===== src/hw/rtl/rar_pkg.sv =====
// Shared types, widths, codes and the microprogram of the rational arithmetic block.
package rar_pkg;

    // Operand and result widths.
    localparam int OPERAND_WIDTH = 16;
    localparam int DEN_IN_W      = OPERAND_WIDTH - 1;
    localparam int PROD_W        = 2 * OPERAND_WIDTH;
    localparam int NUM_OUT_W     = PROD_W + 1;
    localparam int DEN_OUT_W     = PROD_W - 1;
    localparam int MAG_W         = PROD_W;
    localparam int CNT_W         = $clog2(MAG_W);
    localparam int STATUS_W      = 2;

    // Operation codes.
    localparam logic [1:0] OP_ADD = 2'd0;
    localparam logic [1:0] OP_SUB = 2'd1;
    localparam logic [1:0] OP_MUL = 2'd2;
    localparam logic [1:0] OP_DIV = 2'd3;

    // Status codes.
    localparam logic [STATUS_W-1:0] ST_OK       = 2'd0;
    localparam logic [STATUS_W-1:0] ST_ZERO_DEN = 2'd1;
    localparam logic [STATUS_W-1:0] ST_DIV_ZERO = 2'd2;

    // Request and response payloads.
    typedef struct packed {
        logic [1:0]                      op;
        logic signed [OPERAND_WIDTH-1:0] num_a;
        logic [DEN_IN_W-1:0]             den_a;
        logic signed [OPERAND_WIDTH-1:0] num_b;
        logic [DEN_IN_W-1:0]             den_b;
    } req_t;

    typedef struct packed {
        logic signed [NUM_OUT_W-1:0] num_out;
        logic [DEN_OUT_W-1:0]        den_out;
        logic [STATUS_W-1:0]         status;
    } rsp_t;

    // Datapath micro-operations.
    typedef enum logic [3:0] {
        U_NOP    = 4'd0,
        U_LOAD   = 4'd1,
        U_CHECK  = 4'd2,
        U_MUL_A  = 4'd3,
        U_MUL_B  = 4'd4,
        U_MUL_C  = 4'd5,
        U_FORM   = 4'd6,
        U_TWOS   = 4'd7,
        U_REDUCE = 4'd8,
        U_GSET   = 4'd9,
        U_DIV    = 4'd10,
        U_FIN    = 4'd11,
        U_EMIT   = 4'd12
    } uop_t;

    // Jump conditions.
    typedef enum logic [3:0] {
        C_NEVER     = 4'd0,
        C_ALWAYS    = 4'd1,
        C_NO_REQ    = 4'd2,
        C_ERR       = 4'd3,
        C_UN_ZERO   = 4'd4,
        C_BOTH_EVEN = 4'd5,
        C_NEQ       = 4'd6,
        C_CNT_NZ    = 4'd7,
        C_RSP_FREE  = 4'd8
    } cond_t;

    // Program step addresses.
    localparam int PC_W = 4;
    localparam logic [PC_W-1:0] PC_IDLE  = 4'd0;
    localparam logic [PC_W-1:0] PC_CHECK = 4'd1;
    localparam logic [PC_W-1:0] PC_MUL_A = 4'd2;
    localparam logic [PC_W-1:0] PC_MUL_B = 4'd3;
    localparam logic [PC_W-1:0] PC_MUL_C = 4'd4;
    localparam logic [PC_W-1:0] PC_FORM  = 4'd5;
    localparam logic [PC_W-1:0] PC_ZCHK  = 4'd6;
    localparam logic [PC_W-1:0] PC_TWOS  = 4'd7;
    localparam logic [PC_W-1:0] PC_RED   = 4'd8;
    localparam logic [PC_W-1:0] PC_GSET  = 4'd9;
    localparam logic [PC_W-1:0] PC_DIV   = 4'd10;
    localparam logic [PC_W-1:0] PC_FIN   = 4'd11;
    localparam logic [PC_W-1:0] PC_EMIT  = 4'd12;
    localparam logic [PC_W-1:0] PC_WAIT  = 4'd13;

    // One control word: operation, jump condition, jump target.
    typedef struct packed {
        uop_t            uop;
        cond_t           cond;
        logic [PC_W-1:0] target;
    } ucw_t;

    // Status flags from the datapath to the sequencer.
    typedef struct packed {
        logic err;
        logic un_zero;
        logic both_even;
        logic neq;
        logic cnt_nz;
    } flags_t;

    // Microprogram ROM. A taken condition jumps to the target, otherwise
    // the step counter advances by one.
    function automatic ucw_t ucode(input logic [PC_W-1:0] pc);
        ucw_t w;
        unique case (pc)
            PC_IDLE:  w = '{U_LOAD,   C_NO_REQ,    PC_IDLE};
            PC_CHECK: w = '{U_CHECK,  C_ERR,       PC_EMIT};
            PC_MUL_A: w = '{U_MUL_A,  C_NEVER,     PC_IDLE};
            PC_MUL_B: w = '{U_MUL_B,  C_NEVER,     PC_IDLE};
            PC_MUL_C: w = '{U_MUL_C,  C_NEVER,     PC_IDLE};
            PC_FORM:  w = '{U_FORM,   C_NEVER,     PC_IDLE};
            PC_ZCHK:  w = '{U_NOP,    C_UN_ZERO,   PC_EMIT};
            PC_TWOS:  w = '{U_TWOS,   C_BOTH_EVEN, PC_TWOS};
            PC_RED:   w = '{U_REDUCE, C_NEQ,       PC_RED};
            PC_GSET:  w = '{U_GSET,   C_NEVER,     PC_IDLE};
            PC_DIV:   w = '{U_DIV,    C_CNT_NZ,    PC_DIV};
            PC_FIN:   w = '{U_FIN,    C_NEVER,     PC_IDLE};
            PC_EMIT:  w = '{U_EMIT,   C_RSP_FREE,  PC_IDLE};
            PC_WAIT:  w = '{U_NOP,    C_ALWAYS,    PC_EMIT};
            default:  w = '{U_NOP,    C_ALWAYS,    PC_IDLE};
        endcase
        return w;
    endfunction

endpackage


===== src/hw/rtl/rational_arith_reduce_top.sv =====
// Top level: microcoded sequencer, datapath instance and response register.
// The program runs check, three multiply steps, form, a zero check, the common-twos
// and binary gcd loops, the divider and finish; errors and a zero numerator go to emit.
// Throughput: one item at a time; the gcd loop and the 32-step shared-divisor
// divider hold each item, and emit waits until the response slot is free.
// Reset clears the step counter and the response valid flag; no clearing pass.
module rational_arith_reduce_top (
    input  logic          clk,
    input  logic          rst_n,
    input  logic          req_valid,
    output logic          req_ready,
    input  rar_pkg::req_t req,
    output logic          rsp_valid,
    input  logic          rsp_ready,
    output rar_pkg::rsp_t rsp
);

    logic [rar_pkg::PC_W-1:0] pc_reg;
    logic [rar_pkg::PC_W-1:0] pc_next;
    rar_pkg::ucw_t            ucw;
    rar_pkg::uop_t            uop;
    rar_pkg::flags_t          flags;
    rar_pkg::rsp_t            dp_res;
    rar_pkg::rsp_t            rsp_reg;
    logic                     rsp_valid_reg;
    logic                     rsp_free;
    logic                     taken;

    // Fetch the control word for the current step.
    assign ucw       = rar_pkg::ucode(pc_reg);
    assign req_ready = (pc_reg == rar_pkg::PC_IDLE);
    assign rsp_free  = !rsp_valid_reg || rsp_ready;

    // Operand capture only on an actual transfer.
    assign uop = (ucw.uop == rar_pkg::U_LOAD && !req_valid) ? rar_pkg::U_NOP : ucw.uop;

    // Jump condition select.
    always_comb
    begin
        unique case (ucw.cond)
            rar_pkg::C_NEVER:     taken = 1'b0;
            rar_pkg::C_ALWAYS:    taken = 1'b1;
            rar_pkg::C_NO_REQ:    taken = !req_valid;
            rar_pkg::C_ERR:       taken = flags.err;
            rar_pkg::C_UN_ZERO:   taken = flags.un_zero;
            rar_pkg::C_BOTH_EVEN: taken = flags.both_even;
            rar_pkg::C_NEQ:       taken = flags.neq;
            rar_pkg::C_CNT_NZ:    taken = flags.cnt_nz;
            rar_pkg::C_RSP_FREE:  taken = rsp_free;
            default:              taken = 1'b0;
        endcase
    end

    assign pc_next = taken ? ucw.target : pc_reg + 1'b1;

    always_ff @(posedge clk or negedge rst_n)
    begin
        if (!rst_n)
        begin
            pc_reg <= rar_pkg::PC_IDLE;
        end
        else
        begin
            pc_reg <= pc_next;
        end
    end

    rar_datapath u_datapath (
        .clk   (clk),
        .rst_n (rst_n),
        .uop   (uop),
        .req   (req),
        .flags (flags),
        .res   (dp_res)
    );

    // Response register: loaded by the emit step when the slot is free.
    always_ff @(posedge clk or negedge rst_n)
    begin
        if (!rst_n)
        begin
            rsp_valid_reg <= 1'b0;
        end
        else if (ucw.uop == rar_pkg::U_EMIT && rsp_free)
        begin
            rsp_valid_reg <= 1'b1;
        end
        else if (rsp_ready)
        begin
            rsp_valid_reg <= 1'b0;
        end
    end

    always_ff @(posedge clk)
    begin
        if (ucw.uop == rar_pkg::U_EMIT && rsp_free)
        begin
            rsp_reg <= dp_res;
        end
    end

    assign rsp_valid = rsp_valid_reg;
    assign rsp       = rsp_reg;

    // A good result always has a nonzero denominator.
    a_ok_den: assert property (@(posedge clk) disable iff (!rst_n)
        (rsp_valid_reg && rsp_reg.status == rar_pkg::ST_OK) |-> (rsp_reg.den_out != '0))
        else $error("ok result with zero denominator");

    // An error result carries zero fields.
    a_err_zero: assert property (@(posedge clk) disable iff (!rst_n)
        (rsp_valid_reg && rsp_reg.status != rar_pkg::ST_OK)
        |-> (rsp_reg.num_out == '0) && (rsp_reg.den_out == '0))
        else $error("error result with nonzero fields");

    // An accepted request starts the program at the check step.
    a_start: assert property (@(posedge clk) disable iff (!rst_n)
        (req_valid && req_ready) |=> (pc_reg == rar_pkg::PC_CHECK))
        else $error("sequencer did not start after a request transfer");

    // The emit step with a free slot always produces a valid response.
    a_emit: assert property (@(posedge clk) disable iff (!rst_n)
        (ucw.uop == rar_pkg::U_EMIT && rsp_free) |=> rsp_valid_reg)
        else $error("emit step lost its response");

endmodule


===== src/hw/rtl/rar_datapath.sv =====
// Datapath: operand registers, shared multiplier, binary gcd unit and two divider lanes.
module rar_datapath (
    input  logic            clk,
    input  logic            rst_n,
    input  rar_pkg::uop_t   uop,
    input  rar_pkg::req_t   req,
    output rar_pkg::flags_t flags,
    output rar_pkg::rsp_t   res
);

    localparam int OW  = rar_pkg::OPERAND_WIDTH;
    localparam int PW  = rar_pkg::PROD_W;
    localparam int NW  = rar_pkg::NUM_OUT_W;
    localparam int MW  = rar_pkg::MAG_W;
    localparam int CW  = rar_pkg::CNT_W;
    localparam int DOW = rar_pkg::DEN_OUT_W;

    // One restoring division step: returns the new remainder and quotient.
    function automatic logic [2*MW:0] div_step(input logic [MW:0]   rem,
                                               input logic [MW-1:0] quo,
                                               input logic [MW-1:0] dvs);
        logic [MW:0]   sh;
        logic [MW+1:0] trial;
        sh    = {rem[MW-1:0], quo[MW-1]};
        trial = {1'b0, sh} - {2'b00, dvs};
        if (!trial[MW+1])
        begin
            return {trial[MW:0], quo[MW-2:0], 1'b1};
        end
        return {sh, quo[MW-2:0], 1'b0};
    endfunction

    logic [1:0]                      op_reg;
    logic signed [OW-1:0]            na_reg;
    logic signed [OW-1:0]            nb_reg;
    logic [rar_pkg::DEN_IN_W-1:0]    da_reg;
    logic [rar_pkg::DEN_IN_W-1:0]    db_reg;
    logic signed [PW-1:0]            t1_reg;
    logic signed [PW-1:0]            t2_reg;
    logic signed [PW-1:0]            t3_reg;
    logic                            neg_reg;
    logic [MW-1:0]                   ga_reg;
    logic [MW-1:0]                   gb_reg;
    logic [CW-1:0]                   k_reg;
    logic [MW-1:0]                   g_reg;
    logic [MW:0]                     rn_reg;
    logic [MW:0]                     rd_reg;
    logic [MW-1:0]                   qn_reg;
    logic [MW-1:0]                   qd_reg;
    logic [CW-1:0]                   cnt_reg;
    logic [CW-1:0]                   cnt_next;
    rar_pkg::rsp_t                   res_reg;

    logic signed [OW-1:0]            mul_x;
    logic signed [OW-1:0]            mul_y;
    logic signed [PW-1:0]            prod;
    logic [NW-1:0]                   t1_ext;
    logic [NW-1:0]                   t2_ext;
    logic [NW-1:0]                   n_sum;
    logic [NW-1:0]                   n_abs;
    logic [PW-1:0]                   d_sel;
    logic [PW-1:0]                   d_abs;
    logic [MW:0]                     diff_ab;
    logic [MW:0]                     diff_ba;
    logic [2*MW:0]                   step_n;
    logic [2*MW:0]                   step_d;
    logic [NW-1:0]                   qn_ext;
    logic                            zero_den;
    logic                            div_zero;

    // Error detection on the captured operands.
    assign zero_den = (da_reg == '0) || (db_reg == '0);
    assign div_zero = (op_reg == rar_pkg::OP_DIV) && (nb_reg == '0);

    // Shared signed multiplier: operand selection per multiply step.
    always_comb
    begin
        mul_x = na_reg;
        mul_y = nb_reg;
        case (uop)
            rar_pkg::U_MUL_A:
            begin
                mul_x = na_reg;
                mul_y = (op_reg == rar_pkg::OP_MUL) ? nb_reg : $signed({1'b0, db_reg});
            end
            rar_pkg::U_MUL_B:
            begin
                mul_x = nb_reg;
                mul_y = $signed({1'b0, da_reg});
            end
            rar_pkg::U_MUL_C:
            begin
                mul_x = $signed({1'b0, da_reg});
                mul_y = $signed({1'b0, db_reg});
            end
            default:
            begin
                mul_x = na_reg;
                mul_y = nb_reg;
            end
        endcase
    end

    assign prod = mul_x * mul_y;

    // Cross-product combination and magnitudes.
    assign t1_ext = {t1_reg[PW-1], t1_reg};
    assign t2_ext = {t2_reg[PW-1], t2_reg};

    always_comb
    begin
        case (op_reg)
            rar_pkg::OP_ADD: n_sum = t1_ext + t2_ext;
            rar_pkg::OP_SUB: n_sum = t1_ext - t2_ext;
            default:         n_sum = t1_ext;
        endcase
    end

    assign n_abs = n_sum[NW-1] ? (~n_sum + 1'b1) : n_sum;
    assign d_sel = (op_reg == rar_pkg::OP_DIV) ? t2_reg : t3_reg;
    assign d_abs = d_sel[PW-1] ? (~d_sel + 1'b1) : d_sel;

    // Binary gcd subtractors.
    assign diff_ab = {1'b0, ga_reg} - {1'b0, gb_reg};
    assign diff_ba = {1'b0, gb_reg} - {1'b0, ga_reg};

    // Divider lanes for numerator and denominator, sharing the divisor.
    assign step_n = div_step(rn_reg, qn_reg, g_reg);
    assign step_d = div_step(rd_reg, qd_reg, g_reg);
    assign qn_ext = {1'b0, qn_reg};

    // Step counter for the division loop.
    always_comb
    begin
        cnt_next = cnt_reg;
        if (uop == rar_pkg::U_GSET)
        begin
            cnt_next = CW'(MW - 1);
        end
        else if (uop == rar_pkg::U_DIV)
        begin
            cnt_next = cnt_reg - 1'b1;
        end
    end

    always_ff @(posedge clk or negedge rst_n)
    begin
        if (!rst_n)
        begin
            cnt_reg <= '0;
        end
        else
        begin
            cnt_reg <= cnt_next;
        end
    end

    // Datapath registers, written under control of the micro-operation.
    always_ff @(posedge clk)
    begin
        case (uop)
            rar_pkg::U_LOAD:
            begin
                op_reg <= req.op;
                na_reg <= req.num_a;
                da_reg <= req.den_a;
                nb_reg <= req.num_b;
                db_reg <= req.den_b;
            end
            rar_pkg::U_CHECK:
            begin
                res_reg.num_out <= '0;
                res_reg.den_out <= '0;
                if (zero_den)
                begin
                    res_reg.status <= rar_pkg::ST_ZERO_DEN;
                end
                else if (div_zero)
                begin
                    res_reg.status <= rar_pkg::ST_DIV_ZERO;
                end
                else
                begin
                    res_reg.status <= rar_pkg::ST_OK;
                end
            end
            rar_pkg::U_MUL_A: t1_reg <= prod;
            rar_pkg::U_MUL_B: t2_reg <= prod;
            rar_pkg::U_MUL_C: t3_reg <= prod;
            rar_pkg::U_FORM:
            begin
                ga_reg  <= n_abs[MW-1:0];
                gb_reg  <= d_abs;
                qn_reg  <= n_abs[MW-1:0];
                qd_reg  <= d_abs;
                k_reg   <= '0;
                neg_reg <= n_sum[NW-1] ^ d_sel[PW-1];
                // A zero numerator leaves this 0/1 result in place.
                res_reg.num_out <= '0;
                res_reg.den_out <= DOW'(1);
            end
            rar_pkg::U_TWOS:
            begin
                // Strip factors of two common to both values.
                if (!ga_reg[0] && !gb_reg[0])
                begin
                    ga_reg <= ga_reg >> 1;
                    gb_reg <= gb_reg >> 1;
                    k_reg  <= k_reg + 1'b1;
                end
            end
            rar_pkg::U_REDUCE:
            begin
                // Remove one bit per step: halve an even value, or replace the
                // larger odd value by half the difference.
                if (!ga_reg[0])
                begin
                    ga_reg <= ga_reg >> 1;
                end
                else if (!gb_reg[0])
                begin
                    gb_reg <= gb_reg >> 1;
                end
                else if (!diff_ab[MW] && (diff_ab != '0))
                begin
                    ga_reg <= diff_ab[MW:1];
                end
                else if (!diff_ba[MW] && (diff_ba != '0))
                begin
                    gb_reg <= diff_ba[MW:1];
                end
            end
            rar_pkg::U_GSET:
            begin
                g_reg  <= ga_reg << k_reg;
                rn_reg <= '0;
                rd_reg <= '0;
            end
            rar_pkg::U_DIV:
            begin
                rn_reg <= step_n[2*MW:MW];
                qn_reg <= step_n[MW-1:0];
                rd_reg <= step_d[2*MW:MW];
                qd_reg <= step_d[MW-1:0];
            end
            rar_pkg::U_FIN:
            begin
                res_reg.num_out <= neg_reg ? (~qn_ext + 1'b1) : qn_ext;
                res_reg.den_out <= qd_reg[DOW-1:0];
            end
            default:
            begin
            end
        endcase
    end

    // Flags for the sequencer.
    assign flags.err       = zero_den || div_zero;
    assign flags.un_zero   = (ga_reg == '0);
    assign flags.both_even = !ga_reg[0] && !gb_reg[0];
    assign flags.neq       = (ga_reg != gb_reg);
    assign flags.cnt_nz    = (cnt_reg != '0);
    assign res             = res_reg;

    // The reduction loop always has at least one odd value.
    a_reduce_odd: assert property (@(posedge clk) disable iff (!rst_n)
        (uop == rar_pkg::U_REDUCE) |-> (ga_reg[0] || gb_reg[0]))
        else $error("gcd reduction entered with both values even");

    // The divisor is never zero while dividing.
    a_div_nonzero: assert property (@(posedge clk) disable iff (!rst_n)
        (uop == rar_pkg::U_DIV) |-> (g_reg != '0))
        else $error("division by a zero gcd");

    // The common-twos loop never starts from a zero value.
    a_twos_nonzero: assert property (@(posedge clk) disable iff (!rst_n)
        (uop == rar_pkg::U_TWOS) |-> (ga_reg != '0) && (gb_reg != '0))
        else $error("gcd started with a zero operand");

endmodule

===== config.mk =====
export PLATFORM = sky130hd
export DESIGN_NAME = rational_arith_reduce_top
export DESIGN_NICKNAME = d
export VERILOG_FILES = /design/src/hw/rtl/rar_pkg.sv /design/src/hw/rtl/rational_arith_reduce_top.sv /design/src/hw/rtl/rar_datapath.sv
export SDC_FILE = /design/constraint.sdc
export NUM_CORES = 2
export LEC_CHECK = 0
export ABC_AREA = 1
export BUFFER_PORTS_ARGS = -buffer_cell sky130_fd_sc_hd__buf_4
export CELL_PAD_IN_SITES_DETAIL_PLACEMENT = 2
export CELL_PAD_IN_SITES_GLOBAL_PLACEMENT = 2
export CORE_MARGIN = 2
export CORE_UTILIZATION = 35
export CTS_CLUSTER_DIAMETER = 120
export DETAILED_ROUTE_END_ITERATION = 16
export GPL_ROUTABILITY_DRIVEN = 0
export GPL_TIMING_DRIVEN = 0
export HOLD_SLACK_MARGIN = 0.1
export PLACE_DENSITY_LB_ADDON = 0.1
export SKIP_LAST_GASP = 1
export SYNTH_ARGS = -nofsm -noshare
export SYNTH_HDL_FRONTEND = slang
export SYNTH_SLANG_ARGS = --single-unit

===== constraint.sdc =====
create_clock -name clk -period 7.82 [get_ports clk]
set_input_delay 0.391 -clock clk [delete_from_list [all_inputs] [get_ports clk]]
set_output_delay 0.391 -clock clk [all_outputs]
set_load 0.03 [all_outputs]

== Word-level counts from Yosys, hierarchy flattened ==
Memories as Yosys holds them, arrays and structs flattened.
Index checks and enable logic that the tools add are counted.

* Add/subtract/negate cells: 12
* Multipliers: 1
* Divide/modulo/power cells: 0
* $lt $le $gt $ge: 0
* Equal/unequal tests: 31
* Shift operators: 1
* Mux-type cells: 36
* Bitwise logic cells: 4
* Reduce and logical (&&, ||, !) cells: 35

{| class="wikitable"
|+ Operators with widths
! operator !! count
|-
| 2-to-1 mux 32 bit || 12
|-
| one-hot mux 32 bit (2 select lines) || 4
|-
| one-hot mux 32 bit (3 select lines) || 2
|-
| one-hot mux 64 bit (3 select lines) || 1
|-
| 2-to-1 mux 64 bit || 2
|-
| subtractor 32 x 32 -> 33 bit || 3
|-
| subtractor 33 x 32 -> 34 bit || 2
|-
| one-hot mux 33 bit (2 select lines) || 1
|-
| nonzero test 33 bit || 2
|-
| adder 32 x 1 -> 32 bit (second input constant) || 2
|-
| NOT 32 bit || 2
|-
| one-hot mux 16 bit (3 select lines) || 1
|-
| adder 32 x 32 -> 33 bit || 1
|-
| adder 33 x 1 -> 33 bit (second input constant) || 1
|-
| 2-to-1 mux 33 bit || 1
|-
| NOT 32 -> 33 bit || 1
|-
| == test 4 x 3 -> 1 bit (second input constant) || 8
|-
| logical NOT 32 bit || 1
|-
| multiplier 16 x 16 -> 32 bit || 1
|-
| != test 32 bit || 1
|-
| one-hot mux 16 bit (2 select lines) || 1
|-
| left shift 32 x 5 -> 32 bit || 1
|-
| logical NOT 15 bit || 2
|-
| == test 4 bit (second input constant) || 6
|-
| 31 further kinds || 61
|}

* Register bits after elaboration: 532
* Latch bits: 0
* Memory bits (writable): 0
* Memory bits (read-only): 192
* Output and inout bits: 68
* Logic and storage cells: 149
* Memories: 1

{| class="wikitable"
|+ Memories
! memory !! depth !! width !! rd ports !! clocked after Yosys merged registers in !! wr ports !! RTL line !! source
|-
| (no name shown) || 16 || 12 || 1 || 0 || 0 || rar_pkg.sv:107 || <nowiki>unique case (pc)</nowiki>
|}

== Depth between registers and ports, before layout ==
* Word-level depth: 8
* Gate-level depth with buffers: 39
* Gate-level depth less buffers: 37

== Hierarchy ==
From an unflattened synthesis, not the netlist that was laid out.

* Cell total of the unflattened synthesis: 6252
* Area total of the unflattened synthesis: 47714.5 sq um

{| class="wikitable"
|+ By module, submodules not included
! module !! instances !! cells an instance !! area an instance (sq um)
|-
| rar_datapath || 1 || 6085 || 45031.9
|-
| rational_arith_reduce_top || 1 || 167 || 2682.6
|}

== Worst setup path before layout ==
Ideal clock, no wire load.

* Path kind: reg2reg
* Start: register pc_reg[0] (netlist name)
* End: register u_datapath.t1_reg[30], data pin
* Library setup time: 0.273 ns
* Data arrival time: 7.758 ns
* Data required time: 7.547 ns
* Slack: -0.211 ns
* Cell stages (with the launch flop): 37
* Buffers on the path: 2
* Clock period less this slack: 8.031 ns
* Cells stage by stage: dfrtp_1 -> inv_2 -> ha_1 -> nand2_1 -> o21ai_1 -> o21bai_1 -> nor2_4 -> nand2_2 -> inv_2 -> buf_2 -> nand2_1 -> nand4_1 -> nand2_1 -> inv_2 -> buf_2 -> nand2_1 -> fa_1 -> inv_1 -> fa_1 -> inv_1 -> fa_1 -> inv_1 -> fa_1 -> fa_1 -> inv_1 -> fa_1 -> inv_1 -> ha_1 -> nand2_1 -> o21ai_0 -> a21oi_1 -> o21ai_0 -> a21boi_0 -> o21bai_1 -> a21boi_0 -> o21ai_0 -> xor2_1

* Longest elaborated chain between the ends: 7
* Elaborated cells on any way between the ends: 10
* Classes of those cells: mul: 1; eq/ne: 4; mux: 3; reduce/logical: 1; memory: 1

{| class="wikitable"
|+ Ends and longest elaborated chain
! what !! RTL line !! source
|-
| start, declared || rational_arith_reduce_top.sv:18 || <nowiki>logic [rar_pkg::PC_W-1:0] pc_reg;</nowiki>
|-
| start signal, assigned || rational_arith_reduce_top.sv:60 || <nowiki>pc_reg <= rar_pkg::PC_IDLE;</nowiki>
|-
| start signal, assigned || rational_arith_reduce_top.sv:64 || <nowiki>pc_reg <= pc_next;</nowiki>
|-
| memory (16 x 12 bit) * || - ||
|-
| == test 4 x 1 -> 1 bit || rational_arith_reduce_top.sv:35 || <nowiki>assign uop = (ucw.uop == rar_pkg::U_LOAD && !req_valid) ? rar_pkg::U_NOP : ucw.uop;</nowiki>
|-
| logical AND 1 bit || rational_arith_reduce_top.sv:35 ||
|-
| 2-to-1 mux 4 bit * || rational_arith_reduce_top.sv:35 ||
|-
| == test 4 x 3 -> 1 bit / == test 4 x 2 -> 1 bit (equally long branches) || rar_datapath.sv:80 || <nowiki>case (uop)</nowiki>
|-
| one-hot mux 16 bit (3 select lines) / one-hot mux 16 bit (2 select lines) (equally long branches) || rar_datapath.sv:80 ||
|-
| multiplier 16 x 16 -> 32 bit * || rar_datapath.sv:104 || <nowiki>assign prod = mul_x * mul_y;</nowiki>
|-
| via u_datapath.prod[30] || rar_datapath.sv:56 || <nowiki>logic signed [PW-1:0] prod;</nowiki>
|-
| end signal, assigned || rar_datapath.sv:187 || <nowiki>rar_pkg::U_MUL_A: t1_reg <= prod;</nowiki>
|-
| end, declared || rar_datapath.sv:38 || <nowiki>logic signed [PW-1:0] t1_reg;</nowiki>
|}

The timed path passes the listed nets; every way through them passes the cells marked *.
A chain may end at the register's enable or synchronous reset.

== Final worst setup path ==
* Start: register pc_reg[1] (netlist name)
* End: register u_datapath.t2_reg[30], data pin

* Longest elaborated chain between the ends: 7
* Elaborated cells on any way between the ends: 10
* Classes of those cells: mul: 1; eq/ne: 4; mux: 3; reduce/logical: 1; memory: 1

{| class="wikitable"
|+ Ends and longest elaborated chain
! what !! RTL line !! source
|-
| memory (16 x 12 bit) * || - ||
|-
| == test 4 x 1 -> 1 bit || rational_arith_reduce_top.sv:35 ||
|-
| logical AND 1 bit || rational_arith_reduce_top.sv:35 ||
|-
| 2-to-1 mux 4 bit * || rational_arith_reduce_top.sv:35 ||
|-
| == test 4 x 3 -> 1 bit / == test 4 x 2 -> 1 bit (equally long branches) || rar_datapath.sv:80 ||
|-
| one-hot mux 16 bit (3 select lines) / one-hot mux 16 bit (2 select lines) (equally long branches) || rar_datapath.sv:80 ||
|-
| multiplier 16 x 16 -> 32 bit * || rar_datapath.sv:104 ||
|-
| via u_datapath.prod[30] || rar_datapath.sv:56 ||
|-
| end signal, assigned || rar_datapath.sv:188 || <nowiki>rar_pkg::U_MUL_B: t2_reg <= prod;</nowiki>
|-
| end, declared || rar_datapath.sv:39 || <nowiki>logic signed [PW-1:0] t2_reg;</nowiki>
|}

Marked as above.

==> reports/qor.txt <==
status: finished, violations left
violated checks: negative setup slack
Area Growth Syn to Fin: 20.1%
Die X: 374 um
kind of critical path: reg -> reg
setup ws final: -1.52 ns
Total GRT Usage: 0.319
root buffer cell: clkbuf_16
DR vias/cell: 5.63
Min Hold Slack: 0.152 ns
# DRC: 0
Startpoint Class: register
Yosys top cell by area: edfxtp_1
Crit path max-delay family: adder cells
fin crit share: 1.19
H-tree Lvls: 3
top cells by area, synth: edfxtp_1, nand2_1, fa_1, inv_1, ha_1
slowest CP cell: nor2_1
Most used DFF post-synth: edfxtp_1
Mapped Nets: 6787
first drt pass iteration count: 6
HPWL after DPL: 174000 um
Worst Setup End Kind: register
fin. max-slew vios: 0
Reg clk slew, reported paths: 0.07 ns
number of flops mapped to enable cells by yosys: 522
final setup fails: 69
share of cells above drive strength 1: 0.127
register area: 0.0159 mm^2
Final min period: 9.34 ns
antenna violations before repair: 15
first-pass GRT wire length: 333000 um
Bufs on Longest Clock Path: 3
# port buffers: 135
die height: 374 um
Final Hold Viols: 0
most used cell, CP: inv_2
Worst path max stage delay: 0.76 ns
vias in the first global route: 50300
sequential cell area fraction in the yosys report: 0.333
die area: 0.140 mm^2
number of max-cap violations: 0
Syn Inst Count: 6197
synth unique cells: 65
Mapped Area: 0.0479 mm^2
Slew @ Worst Pin: 1.30 ns
clock skew: 0.0350 ns
Yosys warning count: 0
Multi-input gate area: 0.0279 mm^2
WL/cell: 29.4 um
fin nets: 7238
async set-reset flop share out of synthesis: 0.0188
WP buf/inv: 12
synthesis-stage register bit count: 532
Antenna Nets Post-Route: 0
Syn Area/Cell: 7.73 um^2
Min-Delay Path Class: in -> async
CTS sink cnt: 532
Rel. slew slack: 0.127
largest net degree at the start of global routing: 65
Required @ worst endpoint: 8.24 ns
area of the core: 0.136 mm^2
R2R Setup Slk: -1.52 ns
Initial Util: 0.353
WL final: 250000 um
Row Count: 135
CTS tree: yes
Fmax: 0.107 GHz
TritonCTS buffer count: 69
io pins: 136
unrepaired setup endpoints after global routing: yes
via count: 47800
Arr. time, crit path: 9.75 ns
Initial DRC Count: 3801
number of fill cells in the layout: 15500
Worst-Skew Late Latency: 0.71 ns
Remaining Overflow, GRT: 0
Yosys top cell area share: 0.327
crit path max fanout: 11
what timing repair did:
action / CTS / global route
gates resized for setup: 227 / 191
cloned: 7 / 4
buffers inserted: 85 / 76
setup endpoints to repair: 66 / 60
endpoints found under the hold margin: 75 / 0
hold buffers: 66 / 0
pin swaps: 56 / 80
Yosys cell counts, types with 7 or more instances:
master / n
nand2_1: 1597
inv_1: 1120
nor2_1: 543
edfxtp_1: 522
o21ai_0: 340
nand3_1: 294
a21oi_1: 286
fa_1: 267
ha_1: 255
xor2_1: 120
nand4_1: 94
clkbuf_1: 93
xnor2_1: 64
nor3_1: 58
buf_2: 46
inv_2: 38
o211ai_1: 35
o21ai_1: 27
or2_2: 27
a31oi_1: 26
mux2i_1: 26
nor2_2: 24
o21bai_1: 23
a22oi_1: 20
nor4_1: 20
o21a_1: 17
buf_4: 16
nand2_2: 14
a21boi_0: 13
nand3b_1: 13
buf_1: 12
buf_6: 12
o21ai_2: 12
o22ai_1: 12
a21o_1: 10
dfrtp_1: 10
a211oi_1: 8
a221oi_1: 7
per-stage QoR:
step | util | cell area, um^2 | std cells | setup TNS (ns) | worst slack [ns]
global placement | 0.377 | 51100 | 8113 | -71.96 | -1.83
floorplan | - | 47900 | 6197 | 0 | 0.0765
global route | 0.424 | 57500 | 8478 | -76.62 | -1.49
CTS | 0.413 | 56100 | 8397 | -0.295 | -0.0517
detailed placement | 0.379 | 51400 | 8123 | -87.02 | -1.98
finish | 0.424 | 57500 | 8487 | -81.48 | -1.52
kinds of logic (layout without fill, tap and decap cells):
kind of cell	after synthesis	in the layout	share of synthesized area
AOI/OAI and AO/OA	867	867	0.102
xor gates and xnor gates	184	184	0.0337
adders and majority gates	522	522	0.178
buffers and inverters	1343	1842	0.110
DFF	532	532	0.333
muxes	28	28	0.00596
other	0	10	0
and+or+nand+nor	2721	2721	0.238
cell usage in the layout, fill, tap and decap left out, types with 29 or more instances in the layout:
cell type,instances
xor2_1,115
xnor2_1,60
inv_2,51
clkbuf_1,98
a21oi_1,264
ha_1,235
clkbuf_16,74
nor2_1,511
buf_2,29
nand3_1,294
edfxtp_1,522
nand2_1,1567
inv_1,1084
fa_1,248
dlygate4sd3_1,66
buf_6,35
nor2_2,38
buf_4,280
nand4_1,94
o21ai_0,325
o21ai_1,30
o211ai_1,35
nor3_1,58
layer usage:
metal	part of all wire	wire length, um	track usage
met5	0.00036	90	0
met4	0.071	17800	0.149
met3	0.063	15700	0.0435
met2	0.48	119000	0.546
met1	0.39	97400	0.397
final cells by class:
class / instances / area share
Tap cell: 1781 / 0.0388
Buffer: 178 / 0.0200
Sequential cell: 532 / 0.277
Antenna cell: 10 / 0.000435
Timing Repair Buffer: 381 / 0.0623
Clock buffer: 79 / 0.0311
Clock inverter: 40 / 0.00716
Multi-Input combinational cell: 4322 / 0.485
Inverter: 1164 / 0.0778
path summary, 6_finish.rpt:
path	depth (start not counted)	endpoint	startpoint
min in group clk	2	u_datapath.op_reg[0]$_DFFE_PN_	req[62]
min reg2reg	0	rsp[8]$_DFFE_PP_	u_datapath.res[8]$_SDFFCE_PN0P_
max	36	u_datapath.t2_reg[30]$_DFFE_PN_	pc_reg[1]$_DFF_PN0_
max in group asynchronous	2	pc_reg[2]$_DFF_PN0_	rst_n
min	2	u_datapath.cnt_reg[4]$_DFFE_PN0P_	rst_n
max reg2reg	36	u_datapath.t2_reg[30]$_DFFE_PN_	pc_reg[1]$_DFF_PN0_
Power is left out: the tool's default activity adds up to more than one toggle a clock period on the data nets, which glitch-free logic cannot reach.
